--- config.mk ---
export PLATFORM = sky130hd
export DESIGN_NAME = usph_queue
export DESIGN_NICKNAME = d
export VERILOG_FILES = /design/src/rtl/usph_pkg.sv /design/src/rtl/usph_queue.sv
export VERILOG_INCLUDE_DIRS = /design/src /design/src/rtl
export SDC_FILE = /design/constraint.sdc
export NUM_CORES = 2
export LEC_CHECK = 0
export BUFFER_PORTS_ARGS = -buffer_cell sky130_fd_sc_hd__buf_2
export CAP_MARGIN = 40
export CORE_MARGIN = 1.5
export CORE_UTILIZATION = 25
export CTS_BUF_LIST = sky130_fd_sc_hd__clkbuf_4 sky130_fd_sc_hd__clkbuf_8
export CTS_CLUSTER_DIAMETER = 50
export DETAILED_ROUTE_END_ITERATION = 8
export GPL_ROUTABILITY_DRIVEN = 0
export SLEW_MARGIN = 20
export SYNTH_ARGS = -nofsm -noshare
export SYNTH_HDL_FRONTEND = slang
export SYNTH_SLANG_ARGS = --single-unit
--- constraint.sdc ---
create_clock -name i_clk -period 10.95 [get_ports i_clk]
set_input_delay 1.095 -clock i_clk [delete_from_list [all_inputs] [get_ports i_clk]]
set_output_delay 1.095 -clock i_clk [all_outputs]
set_load 0.05 [all_outputs]
--- src/rtl/assert_macros.svh ---
// ---------------------------------------------------------------------------
// Assertion macros shared by the sphere tessellator RTL.
// ---------------------------------------------------------------------------
`ifndef ASSERT_MACROS_SVH
`define ASSERT_MACROS_SVH

// Clocked check, held off while reset is asserted.
`define USPH_ASSERT(lbl, clk, rstn, prop, msg) \
    lbl: assert property (@(posedge clk) disable iff (!rstn) prop) else $error(msg);

// Clocked check that also holds during reset.
`define USPH_ASSERT_ALWAYS(lbl, clk, prop, msg) \
    lbl: assert property (@(posedge clk) prop) else $error(msg);

`endif

--- src/rtl/usph_pkg.sv ---
// ---------------------------------------------------------------------------
// usph_pkg
// Shared constants, types and the CORDIC arctangent table.
// ---------------------------------------------------------------------------
package usph_pkg;

    localparam int ANG_W     = 16;   // binary angle width
    localparam int CRD_W     = 16;   // coordinate width, Q1.15
    localparam int FRAC      = CRD_W - 1;
    localparam int STEPS     = 16;   // CORDIC rotations
    localparam int CNT_W     = 8;    // sector / stack count width
    localparam int RAD_W     = 15;
    localparam int IDX_W     = 16;
    localparam int CW        = 33;   // CORDIC working width
    localparam int WORK_FRAC = 30;
    localparam int RCP_W     = 32;   // reciprocal width
    localparam int QDEPTH    = 32;
    localparam int QPTR_W    = 5;
    localparam int QCNT_W    = 6;

    localparam logic [QCNT_W-1:0] QFULL = QCNT_W'(QDEPTH);
    localparam logic signed [CW-1:0] CORDIC_GAIN_INV = 33'sd652032874;

    localparam logic [1:0] CFG_RADIUS  = 2'd0;
    localparam logic [1:0] CFG_SECTORS = 2'd1;
    localparam logic [1:0] CFG_STACKS  = 2'd2;

    localparam logic [1:0] KIND_VERTEX = 2'd0;
    localparam logic [1:0] KIND_TRI    = 2'd1;
    localparam logic [1:0] KIND_OOR    = 2'd2;

    typedef struct packed {
        logic             oor;
        logic             up;
        logic             down;
        logic [IDX_W-1:0] k1;
        logic [IDX_W-1:0] k2;
    } t_side;

    typedef struct packed {
        t_side            side;
        logic [CRD_W-1:0] px;
        logic [CRD_W-1:0] py;
        logic [CRD_W-1:0] pz;
    } t_vtx;

    // round(atan(2^-k) * 2^32 / (2*pi))
    function automatic logic signed [CW-1:0] atan_lut(input int k);
        logic signed [CW-1:0] v;
        case (k)
            0:  v = 33'sd536870912;
            1:  v = 33'sd316933406;
            2:  v = 33'sd167458907;
            3:  v = 33'sd85004756;
            4:  v = 33'sd42667331;
            5:  v = 33'sd21354465;
            6:  v = 33'sd10679838;
            7:  v = 33'sd5340245;
            8:  v = 33'sd2670163;
            9:  v = 33'sd1335087;
            10: v = 33'sd667544;
            11: v = 33'sd333772;
            12: v = 33'sd166886;
            13: v = 33'sd83443;
            14: v = 33'sd41722;
            15: v = 33'sd20861;
            16: v = 33'sd10430;
            17: v = 33'sd5215;
            18: v = 33'sd2608;
            19: v = 33'sd1304;
            20: v = 33'sd652;
            21: v = 33'sd326;
            22: v = 33'sd163;
            23: v = 33'sd81;
            default: v = '0;
        endcase
        return v;
    endfunction

endpackage

--- src/rtl/usph_queue.sv ---
// ---------------------------------------------------------------------------
// usph_queue
// Vertex queue and result sequencer: one cell in, up to three results out.
// ---------------------------------------------------------------------------
`include "assert_macros.svh"

module usph_queue
    import usph_pkg::*;
(
    input  logic             i_clk,
    input  logic             i_rst_n,
    input  logic             i_push,
    input  t_vtx             i_vtx,
    output logic             o_pop,
    output logic             o_strobe,
    output logic [1:0]       o_kind,
    output logic [CRD_W-1:0] o_pos_x,
    output logic [CRD_W-1:0] o_pos_y,
    output logic [CRD_W-1:0] o_pos_z,
    output logic [IDX_W-1:0] o_index_a,
    output logic [IDX_W-1:0] o_index_b,
    output logic [IDX_W-1:0] o_index_c,
    output logic             o_last
);

    typedef enum logic [1:0] {PH_VERT, PH_UP, PH_DOWN} t_phase;

    t_vtx              r_mem [QDEPTH];
    logic [QPTR_W-1:0] r_wr;
    logic [QPTR_W-1:0] r_rd;
    logic [QCNT_W-1:0] r_count;
    t_phase            r_phase;

    logic             r_strobe;
    logic [1:0]       r_kind;
    logic [CRD_W-1:0] r_px, r_py, r_pz;
    logic [IDX_W-1:0] r_ia, r_ib, r_ic;
    logic             r_last;

    t_vtx             w_head;
    logic             w_emit;
    logic             w_pop;
    t_phase           n_phase;
    logic [1:0]       n_kind;
    logic [CRD_W-1:0] n_px, n_py, n_pz;
    logic [IDX_W-1:0] n_ia, n_ib, n_ic;
    logic             n_last;

    assign w_head = r_mem[r_rd];
    assign w_emit = (r_count != '0);

    always_comb begin
        n_phase = r_phase;
        n_kind  = KIND_VERTEX;
        n_px    = '0;
        n_py    = '0;
        n_pz    = '0;
        n_ia    = '0;
        n_ib    = '0;
        n_ic    = '0;
        n_last  = 1'b0;
        w_pop   = 1'b0;
        if (w_emit) begin
            unique case (r_phase)
                PH_VERT: begin
                    if (w_head.side.oor) begin
                        n_kind = KIND_OOR;
                        n_last = 1'b1;
                    end else begin
                        n_px   = w_head.px;
                        n_py   = w_head.py;
                        n_pz   = w_head.pz;
                        n_last = !w_head.side.up && !w_head.side.down;
                    end
                    if (n_last) begin
                        w_pop = 1'b1;
                    end else begin
                        n_phase = w_head.side.up ? PH_UP : PH_DOWN;
                    end
                end
                PH_UP: begin
                    n_kind = KIND_TRI;
                    n_ia   = w_head.side.k1;
                    n_ib   = w_head.side.k2;
                    n_ic   = w_head.side.k1 + IDX_W'(1);
                    n_last = !w_head.side.down;
                    if (n_last) begin
                        w_pop   = 1'b1;
                        n_phase = PH_VERT;
                    end else begin
                        n_phase = PH_DOWN;
                    end
                end
                PH_DOWN: begin
                    n_kind  = KIND_TRI;
                    n_ia    = w_head.side.k1 + IDX_W'(1);
                    n_ib    = w_head.side.k2;
                    n_ic    = w_head.side.k2 + IDX_W'(1);
                    n_last  = 1'b1;
                    w_pop   = 1'b1;
                    n_phase = PH_VERT;
                end
                default: begin
                    n_phase = PH_VERT;
                end
            endcase
        end
    end

    always_ff @(posedge i_clk) begin
        if (i_push) begin
            r_mem[r_wr] <= i_vtx;
        end
    end

    always_ff @(posedge i_clk) begin
        if (!i_rst_n) begin
            r_phase  <= PH_VERT;
            r_wr     <= '0;
            r_rd     <= '0;
            r_count  <= '0;
            r_strobe <= 1'b0;
        end else begin
            r_phase  <= n_phase;
            r_strobe <= w_emit;
            if (i_push) begin
                r_wr <= r_wr + QPTR_W'(1);
            end
            if (w_pop) begin
                r_rd <= r_rd + QPTR_W'(1);
            end
            r_count <= r_count + QCNT_W'(i_push) - QCNT_W'(w_pop);
        end
        r_kind <= n_kind;
        r_px   <= n_px;
        r_py   <= n_py;
        r_pz   <= n_pz;
        r_ia   <= n_ia;
        r_ib   <= n_ib;
        r_ic   <= n_ic;
        r_last <= n_last;
    end

    assign o_pop     = w_pop;
    assign o_strobe  = r_strobe;
    assign o_kind    = r_kind;
    assign o_pos_x   = r_px;
    assign o_pos_y   = r_py;
    assign o_pos_z   = r_pz;
    assign o_index_a = r_ia;
    assign o_index_b = r_ib;
    assign o_index_c = r_ic;
    assign o_last    = r_last;

    `USPH_ASSERT(a_q_no_overflow, i_clk, i_rst_n, i_push |-> (r_count != QFULL) || w_pop, "queue overflow")
    `USPH_ASSERT(a_q_oor_last, i_clk, i_rst_n, (r_strobe && (r_kind == KIND_OOR)) |-> r_last, "out-of-range result not last")

endmodule

After elaboration in Yosys (flattened, before gate mapping)
Memory sizes are Yosys's and may differ from the RTL's. A register that Yosys moved wholly into a read port is not among the register bits.
Cells that the tools add are included.

word-level totals
  flip-flop bits (word level) = 118
  bits in writable memories = 2,656
  bits of input ports = 86
  output and inout bits = 101
  memories = 1

cells by class
  $add $sub $neg = 6
  eq/ne operators = 3
  multiplexer cells = 20
  bitwise operators = 2
  reductions and logical operators = 9

memories
  name   depth  bits a word  rd ports  clocked after Yosys merged registers in  wr ports  line              text
  r_mem  32     83           1         1                                        1         usph_queue.sv:28  t_vtx r_mem [QDEPTH];

operator list
  cell                                                 number
  case mux 16 bit (2 select lines)                     2
  adder 16 x 1 -> 16 bit, second input constant        2
  adder 5 x 1 -> 5 bit, second input constant          2
  two-way mux 5 bit                                    2
  two-way mux 1 bit                                    8
  two-way mux 2 bit                                    4
  case mux 2 bit (2 select lines)                      2
  adder 6 x 1 -> 6 bit                                 1
  case mux 1 bit (3 select lines)                      2
  nonzero test 6 bit                                   1
  subtractor 6 x 1 -> 6 bit                            1
  AND reduction 2 bit                                  2
  OR reduction 3 bit                                   1
  equality test 2 x 1 -> 1 bit, second input constant  1
  equality test 2 bit, second input constant           1
  logical NOT 1 bit                                    2
  logical NOT 2 bit                                    1
  inequality test 2 bit, second input constant         1
  inverter 1 bit                                       2
  OR reduction 2 bit                                   1
  logical AND 1 bit                                    1

Logic depth before layout (Yosys ltp)
  depth in word-level cells = 10
  depth in mapped cells = 20

Worst setup path before layout
Ideal clock, no wire load.

  path kind = input to register
  from = input i_push
  to = memory r_mem[3][0] in the netlist's numbering, enable pin
  library setup time = 728 ps
  arrival = 9,386 ps
  slack = 835 ps
  cell stages on the path = 3
  buffers on the path = 1
  path through = clkbuf_1 > nand2_1 > nor4_1

on the way
  cells in the longest elaborated chain, start to end = 2

RTL lines
  what                                     line               text
  from (decl)                              usph_queue.sv:12   input logic i_push,
  two-way mux 1 bit                        usph_queue.sv:111  if (i_push) begin
  two-way mux 1 bit (implied by the code)  usph_queue.sv:112  r_mem[r_wr] <= i_vtx;
  to (decl)                                usph_queue.sv:28

Every way passes these cells.

==> impl_metrics.ini <==
[timing]
tightest_slew_ns = 1.03
fmax_ghz = 0.164
finClkSkew_ns = 0.0791
setup_tns_ns = 0
finalCritPeriodShare = 0.557
relSlewSlack = 0.314
fin_crit_ns = 6.10
holdWs_ns = 0.532
drv_slew = 0
rsz0062_at_grt = false
hold_viol = 0
setup_viol = 0

[placed_design]
port_buffers = 186
place.detailed.hpwl_mm = 156
dpl.cell_count = 10300
place_area_um2 = 115000

[cts]
ctsRootBufferMaster = clkbuf_8
worstSkewPairLatency_ns = 1.00
clockBufferDepth = 4
post_cts_buffers = 0
cts_tree = built
cts_buffers = 396
clk_pin_slew_ns = 0.07
hold_buffers = 0
cts.sinks = 2779
ctsResizeCount = 0
cts_max_level = 5

[detailed_routing]
wl_per_cell_um = 26.0
drtIter0Drc = 5199
via_per_inst = 4.60
vias = 50800
drc = 0
wirelength_mm = 287
drtAntennaViolNets = 0
dr.pass1.iters = 6

[setup_path]
worstPathMaxFanout = 112
required_ns = 9.86
cp-start-kind = flop
endpoint_kind = output pin
worstSetupPathType = reg2out
worstPathArrival_ns = 5.01

[global_route]
track_usage = 0.130
antenna_found_initial = 66
globalRouteOverflowTotal = 0
grt_pass1_wl_mm = 400
grt_max_degree = 141
grt_pass1_vias = 52500

[floorplanning]
dieWidth_um = 654
die_area_um2 = 427000
start_util = 0.252
core_um2 = 421000
ios = 187
fp.dieH_um = 654
rows = 238

[final_layout]
drive_gt1_frac = 0.326
final_nets = 5180
syn2layout_area_growth_pct = 15.9
multiInputGateArea_um2 = 22300
fin_cells = 11000
fillers = 40600
stdcell_area_um2 = 123000
seq_area_um2 = 82200

[logic_synthesis]
syn_nets = 4651
syn_avg_cell_area_um2 = 23.3
yosysSeqAreaShare = 0.777
ys_types = 82
synth.ff_latch_count = 2779
yosysWarnings = 0
synth-edff-count = 2656
syn_area_um2 = 106000
async_flop_share = 0
yosys_most_used_dff = edfxtp_1
synthCells = 4545

[min_path]
hp-class = reg2reg

[power]
p_leak_uw = 0.0370
power_density_nw_per_um2 = 197
p_total_uw = 24200
peakVddDrop_uv = 117

[job]
cap_violations = 0

[outcome]
outcome = finished clean
## worst max-delay path, stage by stage (launching register included)
cell      delay [ns]
dfxtp_4         0.58
buf_16          0.30
buf_12          0.64
mux4_1          0.64
mux4_2          0.50
mux2i_2         0.28
a21oi_2         0.13
o211ai_2        0.21
nand2_2         0.19
inv_1           0.13
buf_2           0.33
## Yosys cell counts (5+ instances only)
cell type	number	area, µm²
o21ai_0	11	55.1
nor3_1	21	105
buf_2	76	380
buf_4	29	218
o22ai_1	8	50.1
buf_12	9	180
nor4_1	6	37.5
dfxtp_1	123	2460
or3_1	5	31.3
nor2b_1	11	68.8
buf_1	30	113
a32o_1	7	70.1
mux4_2	704	15900
inv_1	23	86.3
nand3_1	36	180
o211ai_1	7	52.6
a22oi_1	55	413
mux2_2	8	90.1
or4_1	5	37.5
and3_1	6	37.5
mux2i_1	122	1220
a31oi_1	11	68.8
xnor2_1	10	87.6
a21oi_1	68	340
nand4_1	9	56.3
nor2_1	70	263
buf_6	22	248
xor2_1	14	123
clkbuf_1	60	225
nand2b_1	7	43.8
mux4_1	46	1210
edfxtp_1	2656	79800
ha_1	19	238
nand2_1	147	552
and2_1	21	131
a221oi_1	5	43.8
## registers in the layout, indices dropped and copies added (netlist names), named ones only
| name | count |
|---|---|
| o_index_a | 16 |
| o_index_b | 16 |
| o_index_c | 16 |
| r_mem | 2656 |
| r_rd | 5 |
| r_count | 6 |
| o_kind | 2 |
| o_pos_x | 16 |
| r_wr | 5 |
| r_phase | 2 |
| o_pos_y | 16 |
| o_strobe | 1 |
| o_pos_z | 16 |
| o_last | 1 |
## layout by cell type, fill, tap and decap left out, types with 9 or more instances in the layout
cell | Yosys | routed
a21oi_1 | 68 | 68
a22oi_1 | 55 | 55
a31oi_1 | 11 | 11
and2_1 | 21 | 21
buf_12 | 9 | 31
buf_16 | 0 | 26
buf_2 | 76 | 186
buf_4 | 29 | 113
bufinv_16 | 0 | 12
clkbuf_4 | 1 | 98
clkbuf_8 | 0 | 417
clkinv_1 | 4 | 100
clkinv_2 | 0 | 62
clkinvlp_4 | 0 | 12
dfxtp_1 | 123 | 118
diode_2 | 0 | 19
edfxtp_1 | 2656 | 2656
ha_1 | 19 | 19
inv_1 | 23 | 23
mux2i_1 | 122 | 118
mux4_1 | 46 | 46
mux4_2 | 704 | 704
nand2_1 | 147 | 147
nand3_1 | 36 | 36
nand4_1 | 9 | 9
nor2_1 | 70 | 50
nor2_4 | 0 | 20
nor2b_1 | 11 | 9
nor3_2 | 1 | 14
o21ai_0 | 11 | 11
xnor2_1 | 10 | 10
xor2_1 | 14 | 14
## area by class of cell
type | instances | share of cell area
multi-input combinational | 1508 | 0.182
tap | 5640 | 0.0575
clock buffer | 515 | 0.0528
inverter | 28 | 0.000898
timing repair buffer | 361 | 0.0259
clock inverter | 194 | 0.0101
sequential | 2779 | 0.670
antenna | 19 | 0.000388
## worst paths after layout
path	from	endpoint	slack [ns]	cells after the start
setup / recovery	flop	o_pop	4.85	10
hold reg to reg	r_rd[3]	flop	0.53	2
hold / removal	r_rd[3]	flop	0.53	2
setup reg to reg	flop	r_count[4]	5.53	17
## logic make-up after synthesis
kind of cell / after synthesis / synth area share
AO/OA/AOI/OAI: 209 / 0.0134
XOR/XNOR: 24 / 0.00199
adder cells (fa/ha/maj): 20 / 0.00244
buffers and inverters: 258 / 0.0144
flip-flops: 2779 / 0.777
multiplexers: 881 / 0.174
AND/OR/NAND/NOR: 374 / 0.0171
## layer usage
layer,vias up,GRT usage,routed length [µm]
met5,-,0,86
met4,14,0.0432,8660
met3,528,0.0197,18300
met2,2080,0.233,150000
met1,27700,0.160,110000
li1,20500,-,-
## report_power, final
group          total, µW  switching [µW]  internal (µW)
registers          12000             147          11800
logic               4200            2380           1810
clock network       8050            3900           4150
## per-stage QoR
step	utilization	setup WS, ns
global route	0.292	4.42
CTS	0.291	4.54
global placement	0.270	4.88
floorplan	-	0.835
finish	0.292	4.85
detailed placement	0.273	5.21
No activity file was read; power rests on OpenSTA's default activity.
