## src/rtl/assert_macros.svh

```systemverilog
// ---------------------------------------------------------------------------
// Assertion macros shared by the sphere tessellator RTL.
// ---------------------------------------------------------------------------
`ifndef ASSERT_MACROS_SVH
`define ASSERT_MACROS_SVH

// Clocked check, held off while reset is asserted.
`define USPH_ASSERT(lbl, clk, rstn, prop, msg) \
    lbl: assert property (@(posedge clk) disable iff (!rstn) prop) else $error(msg);

// Clocked check that also holds during reset.
`define USPH_ASSERT_ALWAYS(lbl, clk, prop, msg) \
    lbl: assert property (@(posedge clk) prop) else $error(msg);

`endif

```

## src/rtl/usph_pkg.sv

```systemverilog
// ---------------------------------------------------------------------------
// usph_pkg
// Shared constants, types and the CORDIC arctangent table.
// ---------------------------------------------------------------------------
package usph_pkg;

    localparam int ANG_W     = 16;   // binary angle width
    localparam int CRD_W     = 16;   // coordinate width, Q1.15
    localparam int FRAC      = CRD_W - 1;
    localparam int STEPS     = 16;   // CORDIC rotations
    localparam int CNT_W     = 8;    // sector / stack count width
    localparam int RAD_W     = 15;
    localparam int IDX_W     = 16;
    localparam int CW        = 33;   // CORDIC working width
    localparam int WORK_FRAC = 30;
    localparam int RCP_W     = 32;   // reciprocal width
    localparam int QDEPTH    = 32;
    localparam int QPTR_W    = 5;
    localparam int QCNT_W    = 6;

    localparam logic [QCNT_W-1:0] QFULL = QCNT_W'(QDEPTH);
    localparam logic signed [CW-1:0] CORDIC_GAIN_INV = 33'sd652032874;

    localparam logic [1:0] CFG_RADIUS  = 2'd0;
    localparam logic [1:0] CFG_SECTORS = 2'd1;
    localparam logic [1:0] CFG_STACKS  = 2'd2;

    localparam logic [1:0] KIND_VERTEX = 2'd0;
    localparam logic [1:0] KIND_TRI    = 2'd1;
    localparam logic [1:0] KIND_OOR    = 2'd2;

    typedef struct packed {
        logic             oor;
        logic             up;
        logic             down;
        logic [IDX_W-1:0] k1;
        logic [IDX_W-1:0] k2;
    } t_side;

    typedef struct packed {
        t_side            side;
        logic [CRD_W-1:0] px;
        logic [CRD_W-1:0] py;
        logic [CRD_W-1:0] pz;
    } t_vtx;

    // round(atan(2^-k) * 2^32 / (2*pi))
    function automatic logic signed [CW-1:0] atan_lut(input int k);
        logic signed [CW-1:0] v;
        case (k)
            0:  v = 33'sd536870912;
            1:  v = 33'sd316933406;
            2:  v = 33'sd167458907;
            3:  v = 33'sd85004756;
            4:  v = 33'sd42667331;
            5:  v = 33'sd21354465;
            6:  v = 33'sd10679838;
            7:  v = 33'sd5340245;
            8:  v = 33'sd2670163;
            9:  v = 33'sd1335087;
            10: v = 33'sd667544;
            11: v = 33'sd333772;
            12: v = 33'sd166886;
            13: v = 33'sd83443;
            14: v = 33'sd41722;
            15: v = 33'sd20861;
            16: v = 33'sd10430;
            17: v = 33'sd5215;
            18: v = 33'sd2608;
            19: v = 33'sd1304;
            20: v = 33'sd652;
            21: v = 33'sd326;
            22: v = 33'sd163;
            23: v = 33'sd81;
            default: v = '0;
        endcase
        return v;
    endfunction

endpackage

```

## src/rtl/usph_recip.sv

```systemverilog
// ---------------------------------------------------------------------------
// usph_recip
// Serial restoring divider: o_recip = floor((2^32-1)/D) + 1, one bit a cycle.
// ---------------------------------------------------------------------------
module usph_recip
    import usph_pkg::*;
(
    input  logic             i_clk,
    input  logic             i_rst_n,
    input  logic             i_load,
    input  logic [CNT_W-1:0] i_div,
    output logic             o_busy,
    output logic [RCP_W-1:0] o_recip
);

    logic             r_busy;
    logic [4:0]       r_cnt;
    logic [CNT_W-1:0] r_div;
    logic [CNT_W-1:0] r_rem;
    logic [RCP_W-1:0] r_quo;
    logic [RCP_W-1:0] r_recip;

    logic [CNT_W:0]   w_trial;
    logic             w_ge;
    logic [CNT_W-1:0] n_rem;
    logic [RCP_W-1:0] n_quo;

    // dividend is all ones, so the shifted-in bit is always 1
    assign w_trial = {r_rem, 1'b1};
    assign w_ge    = (w_trial >= {1'b0, r_div});
    assign n_rem   = w_ge ? CNT_W'(w_trial - {1'b0, r_div}) : w_trial[CNT_W-1:0];
    assign n_quo   = {r_quo[RCP_W-2:0], w_ge};

    always_ff @(posedge i_clk) begin
        if (!i_rst_n) begin
            r_busy <= 1'b0;
            r_cnt  <= '0;
        end else if (i_load) begin
            r_busy <= 1'b1;
            r_cnt  <= '0;
        end else if (r_busy) begin
            r_cnt <= r_cnt + 5'd1;
            if (r_cnt == 5'd31) begin
                r_busy <= 1'b0;
            end
        end
    end

    always_ff @(posedge i_clk) begin
        if (i_load) begin
            r_div <= i_div;
            r_rem <= '0;
            r_quo <= '0;
        end else if (r_busy) begin
            r_rem <= n_rem;
            r_quo <= n_quo;
            if (r_cnt == 5'd31) begin
                r_recip <= n_quo + RCP_W'(1);
            end
        end
    end

    assign o_busy  = r_busy;
    assign o_recip = r_recip;

endmodule

```

## config.mk

```make
export PLATFORM = sky130hd
export DESIGN_NAME = usph_recip
export DESIGN_NICKNAME = d
export VERILOG_FILES = /design/src/rtl/assert_macros.svh /design/src/rtl/usph_pkg.sv /design/src/rtl/usph_recip.sv
export SDC_FILE = /design/constraint.sdc
export NUM_CORES = 1
export LEC_CHECK = 0
export BUFFER_PORTS_ARGS = -buffer_cell sky130_fd_sc_hd__buf_2
export CAP_MARGIN = 15
export CORE_MARGIN = 8
export CORE_UTILIZATION = 40
export CTS_CLUSTER_DIAMETER = 50
export DETAILED_ROUTE_END_ITERATION = 8
export GPL_TIMING_DRIVEN = 0
export RECOVER_POWER = 100
export SLEW_MARGIN = 25
export SYNTH_ARGS = -nofsm -noshare
export SYNTH_HDL_FRONTEND = slang
export SYNTH_SLANG_ARGS = --single-unit
```

## constraint.sdc

```tcl
create_clock -name i_clk -period 3.4 [get_ports i_clk]
set_input_delay 0.34 -clock i_clk [delete_from_list [all_inputs] [get_ports i_clk]]
set_output_delay 0.34 -clock i_clk [all_outputs]
set_load 0.005 [all_outputs]
```

### Word-level counts from Yosys, hierarchy flattened

Index checks and enable logic that the tools add are counted.
W data, S select, Z words.

| cells by class | value |
|---|---|
| $add $sub $neg | 3 |
| order comparisons | 1 |
| eq/ne operators | 1 |
| multiplexer cells | 4 |
| bitwise operators | 2 |
| reduce and logical (&&, ||, !) cells | 2 |

Operators with widths:

| kind | number |
|---|---|
| $add A32 B1 Y32 const B | 1 |
| $ge A9 B8 Y1 | 1 |
| $mux W8 | 1 |
| $sub A8 B8 Y8 | 1 |
| $add A5 B1 Y5 const B | 1 |
| $eq A5 B5 Y1 const B | 1 |
| $mux W1 | 3 |
| $reduce_and A3 Y1 | 1 |
| $not A1 Y1 | 2 |
| $reduce_or A2 Y1 | 1 |

| storage, ports and cells | value |
|---|---|
| register bits | 85 |
| input bits | 11 |
| output and inout port bits | 33 |
| word-level logic and storage cells | 19 |

### Logic depth before layout (Yosys ltp)

Gate-level depths: netlist of the first run.

| depth | value |
|---|---|
| depth after elaboration | 4 |
| depth in mapped cells | 14 |
| mapped depth without buffers | 13 |

### Worst setup path after synthesis of the first run

Ideal clock, no wire load.

| timing path | value |
|---|---|
| path type | flip-flop to flip-flop |
| from | reg r_div[1] |
| to | reg r_recip[18] (netlist: o_recip[18]), data pin |
| setup time | 0.261 ns |
| arrival | 2.756 ns |
| required time | 3.139 ns |
| setup slack | 0.383 ns |
| stages on the path, launching flop included | 14 |
| buffers on the path | 1 |
| clock period less this slack | 3.017 ns |
| cells stage by stage | edfxtp_1 ha_1 fa_1 nand2b_1 o2bb2ai_1 a21oi_2 nor2_1 inv_1 ha_1 and4_2 clkbuf_1 nand2_1 nor2_1 xor2_1 |

| on the way | value |
|---|---|
| word-level cells in the longest chain between the ends | 2 |

Ends and longest elaborated chain:

| element | RTL line | text |
|---|---|---|
| start: declaration | usph_recip.sv:18 | `logic [CNT_W-1:0] r_div;` |
| start signal: assignment | usph_recip.sv:51 | `r_div <= i_div;` |
| $ge A9 B8 Y1 | usph_recip.sv:30 | `assign w_ge = (w_trial >= {1'b0, r_div});` |
| via w_ge | usph_recip.sv:24 | `logic w_ge;` |
| $add A32 B1 Y32 | usph_recip.sv:58 | `r_recip <= n_quo + RCP_W'(1);` |
| end signal: assignment | usph_recip.sv:58 |  |
| end: declaration | usph_recip.sv:21 | `logic [RCP_W-1:0] r_recip;` |

The timed path passes the listed nets, and every way through them passes these cells.
A chain may end at the register's enable or synchronous reset.

### Worst setup path in the final report of the first run

| timing path | value |
|---|---|
| from | reg r_rem[0] |
| to | reg r_recip[18] (netlist: o_recip[18]), data pin |

| on the way | value |
|---|---|
| word-level cells in the longest chain between the ends | 2 |

Ends and longest elaborated chain:

| element | RTL line | text |
|---|---|---|
| start: declaration | usph_recip.sv:19 | `logic [CNT_W-1:0] r_rem;` |
| start signal: assignment | usph_recip.sv:55 | `r_rem <= n_rem;` |
| $ge A9 B8 Y1 | usph_recip.sv:30 |  |
| via w_ge | usph_recip.sv:24 |  |
| $add A32 B1 Y32 | usph_recip.sv:58 |  |

The timed path passes the listed nets, and every way through them passes these cells.

==> results of run 1 <==
-- placed cells by master (no fill, tap or decap), drive strengths merged, types with 2 or more instances in the layout --
master    instances
nor2             53
dfxtp            45
clkbuf           42
edfxtp           40
mux2i            33
buf              27
xnor2            26
nand3            21
inv              13
nand4            12
nand2            11
ha               10
xor2              9
and3              8
o21ai             7
a21oi             7
a311oi            6
nor3b             5
and2              4
nand2b            3
clkinvlp          3
bufinv            3
and4              3
o211ai            2
nor2b             2
a211oi            2
o311ai            2
-- Yosys cell counts (3+ instances only) --
library cell / instances / area, um2
nor3b_1: 5 / 37.54
inv_1: 12 / 45.04
clkbuf_1: 7 / 26.28
a311oi_1: 5 / 43.79
mux2i_1: 33 / 330.3
xor2_1: 9 / 78.83
xnor2_1: 26 / 227.7
a21oi_1: 6 / 30.03
nand4_1: 12 / 75.07
buf_2: 3 / 15.01
nand2_1: 11 / 41.29
dfxtp_1: 45 / 900.9
nor2_1: 53 / 198.9
o21ai_0: 7 / 35.03
nand3_1: 20 / 100.1
nand2b_1: 3 / 18.77
edfxtp_1: 40 / 1201
and3_1: 8 / 50.05
ha_1: 10 / 125.1
and2_1: 3 / 18.77
-- area by class of cell --
class,count,share of cell area (%)
Buffer,13,1.457
Multi-Input combinational cell,242,37.60
Clock inverter,7,2.666
Sequential cell,85,46.18
Timing Repair Buffer,47,4.728
Inverter,12,0.9896
Tap cell,133,3.656
Clock buffer,9,2.721
-- critical path, stage by stage, from the launching register on --
cell and delay [ps]:
dfxtp_1 350, inv_1 50, ha_1 200, fa_1 410
nand2b_1 180, o2bb2ai_1 270, a21oi_4 270, nor2_1 110
inv_1 150, ha_2 270, and4_4 310, nand2_1 120
nor2_1 150, xor2_1 80
-- per-stage QoR --
step                      power (mW)  hold slack, ps  instances
final                          2.191           153.9        548
after global routing           2.284           133.8        548
after CTS                      2.205           142.6        544
after detailed placement       1.340           493.5        529
after global placement         1.335           478.9        529
after floorplan                1.284           438.9        353
-- per-layer routing --
layer	wire, um	GRT usage [%]	up-vias
li1	-	-	1380
met1	3676	15.55	1265
met2	3633	19.84	56
met3	394	2.994	9
met4	120	6.480	0
met5	0	0	-
-- where the power goes --
| group | internal [mW] | switching, mW |
|---|---|---|
| registers | 1.09 | 0.0162 |
| logic | 0.0925 | 0.129 |
| clock network | 0.490 | 0.377 |
| total | 1.67 | 0.523 |
-- worst paths after layout --
kind,start,end,slack [ps],cells after the start
max reg2reg,r_rem[0],o_recip[18],230,13
max,r_rem[0],o_recip[18],230,13
min reg2reg,r_div[0],r_rem[0],510,1
min,i_div[0],r_div[0],150,1
-- cell families after synthesis --
family                   after synthesis  share of synthesized area, %
multiplexers                          34                         8.719
AND/OR/NAND/NOR                      127                         16.51
flip-flops                            85                         53.66
AO/OA/AOI/OAI                         35                         6.612
buffers and inverters                 26                         2.970
adder cells (fa/ha/maj)               11                         3.705
XOR/XNOR                              35                         7.825
-- flip-flops by register name, summed over array words and instances (netlist names) --
register	count
r_rem	8
r_div	8
o_busy	1
r_cnt	5
r_quo	31
o_recip	32
-- repair_timing --
action,CTS,global route
setup buffers,0,4
pin swaps,0,1
setup endpoints to repair,10,10
resized for setup,1,2
==> out/results.tsv, run 1 <==
metric	value	unit
status	complete, no violations	
Area growth, synth to finish	16.19	%
vias in the first global route	2721	
# hold bufs at CTS	0	
detailed placer's ending HPWL	5433	um
DRC Markers	0	
Final ANT Viol Nets	0	
Async SR Flop Fraction	0	%
FF/Latch Area	2102	um2
CTS root buf	clkbuf_8	
Num CTS Buffers	9	
# rows	36	
Total Neg Setup Slack	0	ps
Initial Utilization	40.64	%
post-route clock period utilization	93.10	%
DR vias	2710	
flops & latches, synth	85	
layout cell share with drive strength beyond 1	13.01	%
Final Skew	15.66	ps
Pwr per Cell Area	481.3	nW/um2
die width	115.0	um
wire length of the first global-routing pass	13190	um
mean area per synthesized cell	11.10	um2
Most used DFF post-synth	dfxtp_1	
Core Util, Final	47.22	%
Die ar.	13220	um2
H-tree depth	3	
Worst Setup End Kind	register	
Pleak	1.679	nW
clk_lat worst skew	360	ps
routability cong.	0.7723	
max-slew violation count	0	
Fmax achieved	315.9	MHz
synth unique cells	50	
setup ws final	234.5	ps
initial antenna violation count	0	
diode count	0	
multi-input logic area	1712	um2
clock-pin slew on the worst setup and hold paths	90	ps
Hold Crit Class	in -> reg	
crit path time final	3166	ps
Slew @ Worst Pin	755.3	ps
placed inst area	4300	um2
drt via density	4.945	
startpoint types	register	
Max-slew headroom	49.65	%
Max-Cap Viols	0	
WP data arrival	3290	ps
Avg WL per Cell	14.28	um
area of the mapped netlist	3918	um2
I/O Buffers	43	
VDD IR-drop max	0.2310	mV
register area share after synthesis	53.66	%
io pins	44	
DRT iter0 DRCs	130	
CTS tree	done	
Hold Fails Final Rpt	0	
grt ovf	0	
Clock Sinks	85	
largest net degree at the start of global routing	33	
GRT Total Usage	12.52	%
Mapped Cells	353	
dpl ws	-303.1	ps
CORE AREA	9639	um2
Total Wirelength	7825	um
drt first pass iters	4	
CP required	3520	ps
FILL cells	946	
Synth warnings	0	
number of flops mapped to enable cells by yosys	40	
post-route cell area	4552	um2
Mapped Nets	375	
final setup fails	0	
Total Nets Final	432	
CTS max path bufs	2	
kind of critical path	reg -> reg	
Die Y	115.0	um
worst-path fanout max	7	
(Power assumes the default switching activity.)
==> inputs of run 2 (changes only) <==
- PLACE_DENSITY: default -> 0.65
- SLEW_MARGIN: 25 -> default
==> run 2 against run 1 <==
Compared with the run above: worst hold slack worse by 0.75 ps; critical path type unchanged; clock skew down 2.9 ps; cell count down 0.18%; utilization down 0.83 points; sequential power about the same; count of clock-buffer cells in the layout unchanged; sequential cell count unchanged; non-clock buffer count down 1; worst setup slack better by 33 ps; die area unchanged.
==> out/results.tsv, run 2 (same netlist as run 1, synthesis figures left out) <==
metric	value	unit
Worst path max stage delay	400	ps
Reg-to-Reg End	o_recip[18]	
Max-slew headroom	19.71	%
worst-path cell chain	ha_1, fa_1, nand2b_1, o2bb2ai_1, a21oi_4, nor2_1, inv_1, ha_2, and4_4, nand2_1, nor2_1, xor2_1	
clock-pin slew on the worst setup and hold paths	100	ps
most common cell after layout, fill and taps aside	nor2_1	
slowest CP cell	fa_1	
Final Skew	12.79	ps
R2R depth	12	
Die ar.	13220	um2
DR vias	2751	
Total Wirelength	7547	um
Core Util, Final	46.39	%
CP required	3510	ps
Num CTS Buffers	9	
CTS root buf	clkbuf_8	
drt via density	5.029	
Final ANT Viol Nets	0	
Fmax achieved	319.2	MHz
DRT iter0 DRCs	103	
Worst path most repeated cell	nor2_1	
Total Nets Final	431	
Avg WL per Cell	13.80	um
worst hold start	i_div[2]	
io pins	44	
worst-path fanout max	7	
Reg-to-Reg Start	r_div[1]	
RSZ-0062 raised after global routing	no	
Area growth, synth to finish	14.15	%
Pwr per Cell Area	447.9	nW/um2
Worst Setup EP	o_recip[18]	
CTS tree	done	
die width	115.0	um
WP data arrival	3240	ps
H-tree depth	3	
kind of critical path	reg -> reg	
GRT Total Usage	11.73	%
drt first pass iters	4	
layout cell share with drive strength beyond 1	12.80	%
Initial Utilization	40.64	%
crit path time final	3132	ps
max-slew violation count	0	
CORE AREA	9639	um2
commonest cells after routing, fill and taps aside	53 x nor2_1, 45 x dfxtp_1, 40 x edfxtp_1	
wire length of the first global-routing pass	12500	um
grt ovf	0	
detailed placer's ending HPWL	5474	um
Placed Cells	530	
worst hold slack	153.2	ps
routability cong.	0.8038	
Die Y	115.0	um
DRC Markers	0	
vias in the first global route	2613	
startpoint types	register	
flop2flop setup slack	270	ps
initial antenna violation count	0	
Clock Sinks	85	
Worst Setup End Kind	register	
clk_lat worst skew	360	ps
Pleak	1.655	nW
CP Launch Point	r_div[1]	
Slew @ Worst Pin	1204	ps
final setup fails	0	
# rows	36	
Buf+Inv Stages, Crit Path	1	
CP top delay family	adder cells	
VDD IR-drop max	0.2033	mV
Hold Crit Class	in -> reg	
Max-Cap Viols	0	
# hold bufs at CTS	0	
I/O Buffers	43	
post-route clock period utilization	92.13	%
Hold Fails Final Rpt	0	
CTS max path bufs	2	
status	complete, no violations	
Stages on worst setup path	12	
Final Instance Count excl. Fillers	547	
diode count	0	
largest net degree at the start of global routing	25	
max reg flops	32	
run 2: cell count changes in the layout (fill, tap and decap cells not counted), moves of 2 or more:
| cell | change |
|---|---|
| clkbuf_1 | -2 |
| inv_8 | +2 |
| buf_2 | +5 |
| inv_6 | +2 |
| buf_4 | -4 |
| clkinvlp_4 | -2 |
| bufinv_16 | -3 |
run 2: how the worst min path moves through the flow:
| stage | endpoint | slack, ps | depth (start not counted) |
|---|---|---|---|
| 2_1_floorplan | r_div[0] | 440 | 0 |
| 3_3_place_gp | r_cnt[4] | 480 | 2 |
| 3_5_place_dp | r_rem[0] | 490 | 1 |
| 4_1_cts | r_div[2] | 140 | 1 |
| 5_1_grt | r_div[0] | 140 | 1 |
| 6_report | r_div[2] | 150 | 1 |
run 2: final cells by class:
cell class | instances | area (um2)
clock inverter | 7 | 65.06
clock buffer | 9 | 123.9
inverter | 12 | 45.04
fill | 931 | 5167
tap | 133 | 166.4
timing repair buffer | 46 | 206.4
buffer | 13 | 58.81
sequential | 85 | 2102
multi-input combinational | 242 | 1704
run 2: worst reg2reg max path, delay by kind of cell (launching register included):
family                   cells  cell delay (ps)
XOR/XNOR                     1               90
AND/OR/NAND/NOR              5              870
adder cells (fa/ha/maj)      3              890
flip-flops                   1              380
buffers and inverters        1              140
AO/OA/AOI/OAI                2              530
run 2: metal layers:
metal / vias up / GRT usage [%] / routed length [um]
li1: 1383 / - / -
met1: 1301 / 14.64 / 3558
met2: 59 / 18.75 / 3436
met3: 8 / 3.466 / 430
met4: 0 / 4.378 / 121
met5: - / 0 / 0
run 2: what timing repair did:
| action | 4_1_cts | 5_1_grt |
|---|---|---|
| buffers inserted | 0 | 2 |
| gates resized for setup | 1 | 2 |
| endpoints found under the setup margin | 10 | 10 |
| pin swaps | 0 | 1 |
| endpoints found under the hold margin | 0 | 0 |
run 2: power breakdown:
group	leakage (nW)	internal, mW	switching (mW)
registers	0.739	1.09	0.0170
clock network	0.0947	0.285	0.400
logic	0.822	0.0905	0.126
total	1.65	1.46	0.542
run 2: metrics by stage:
stage,total power [mW],setup WS [ps],TNS [ps],area (um2)
after floorplan,1.284,382.8,0,3918
after global placement,1.334,-229.8,-1574,4299
after detailed placement,1.339,-248.1,-1476,4327
after CTS,2.022,57.47,0,4519
after global routing,2.085,27.94,0,4472
final,2.003,267.5,0,4472
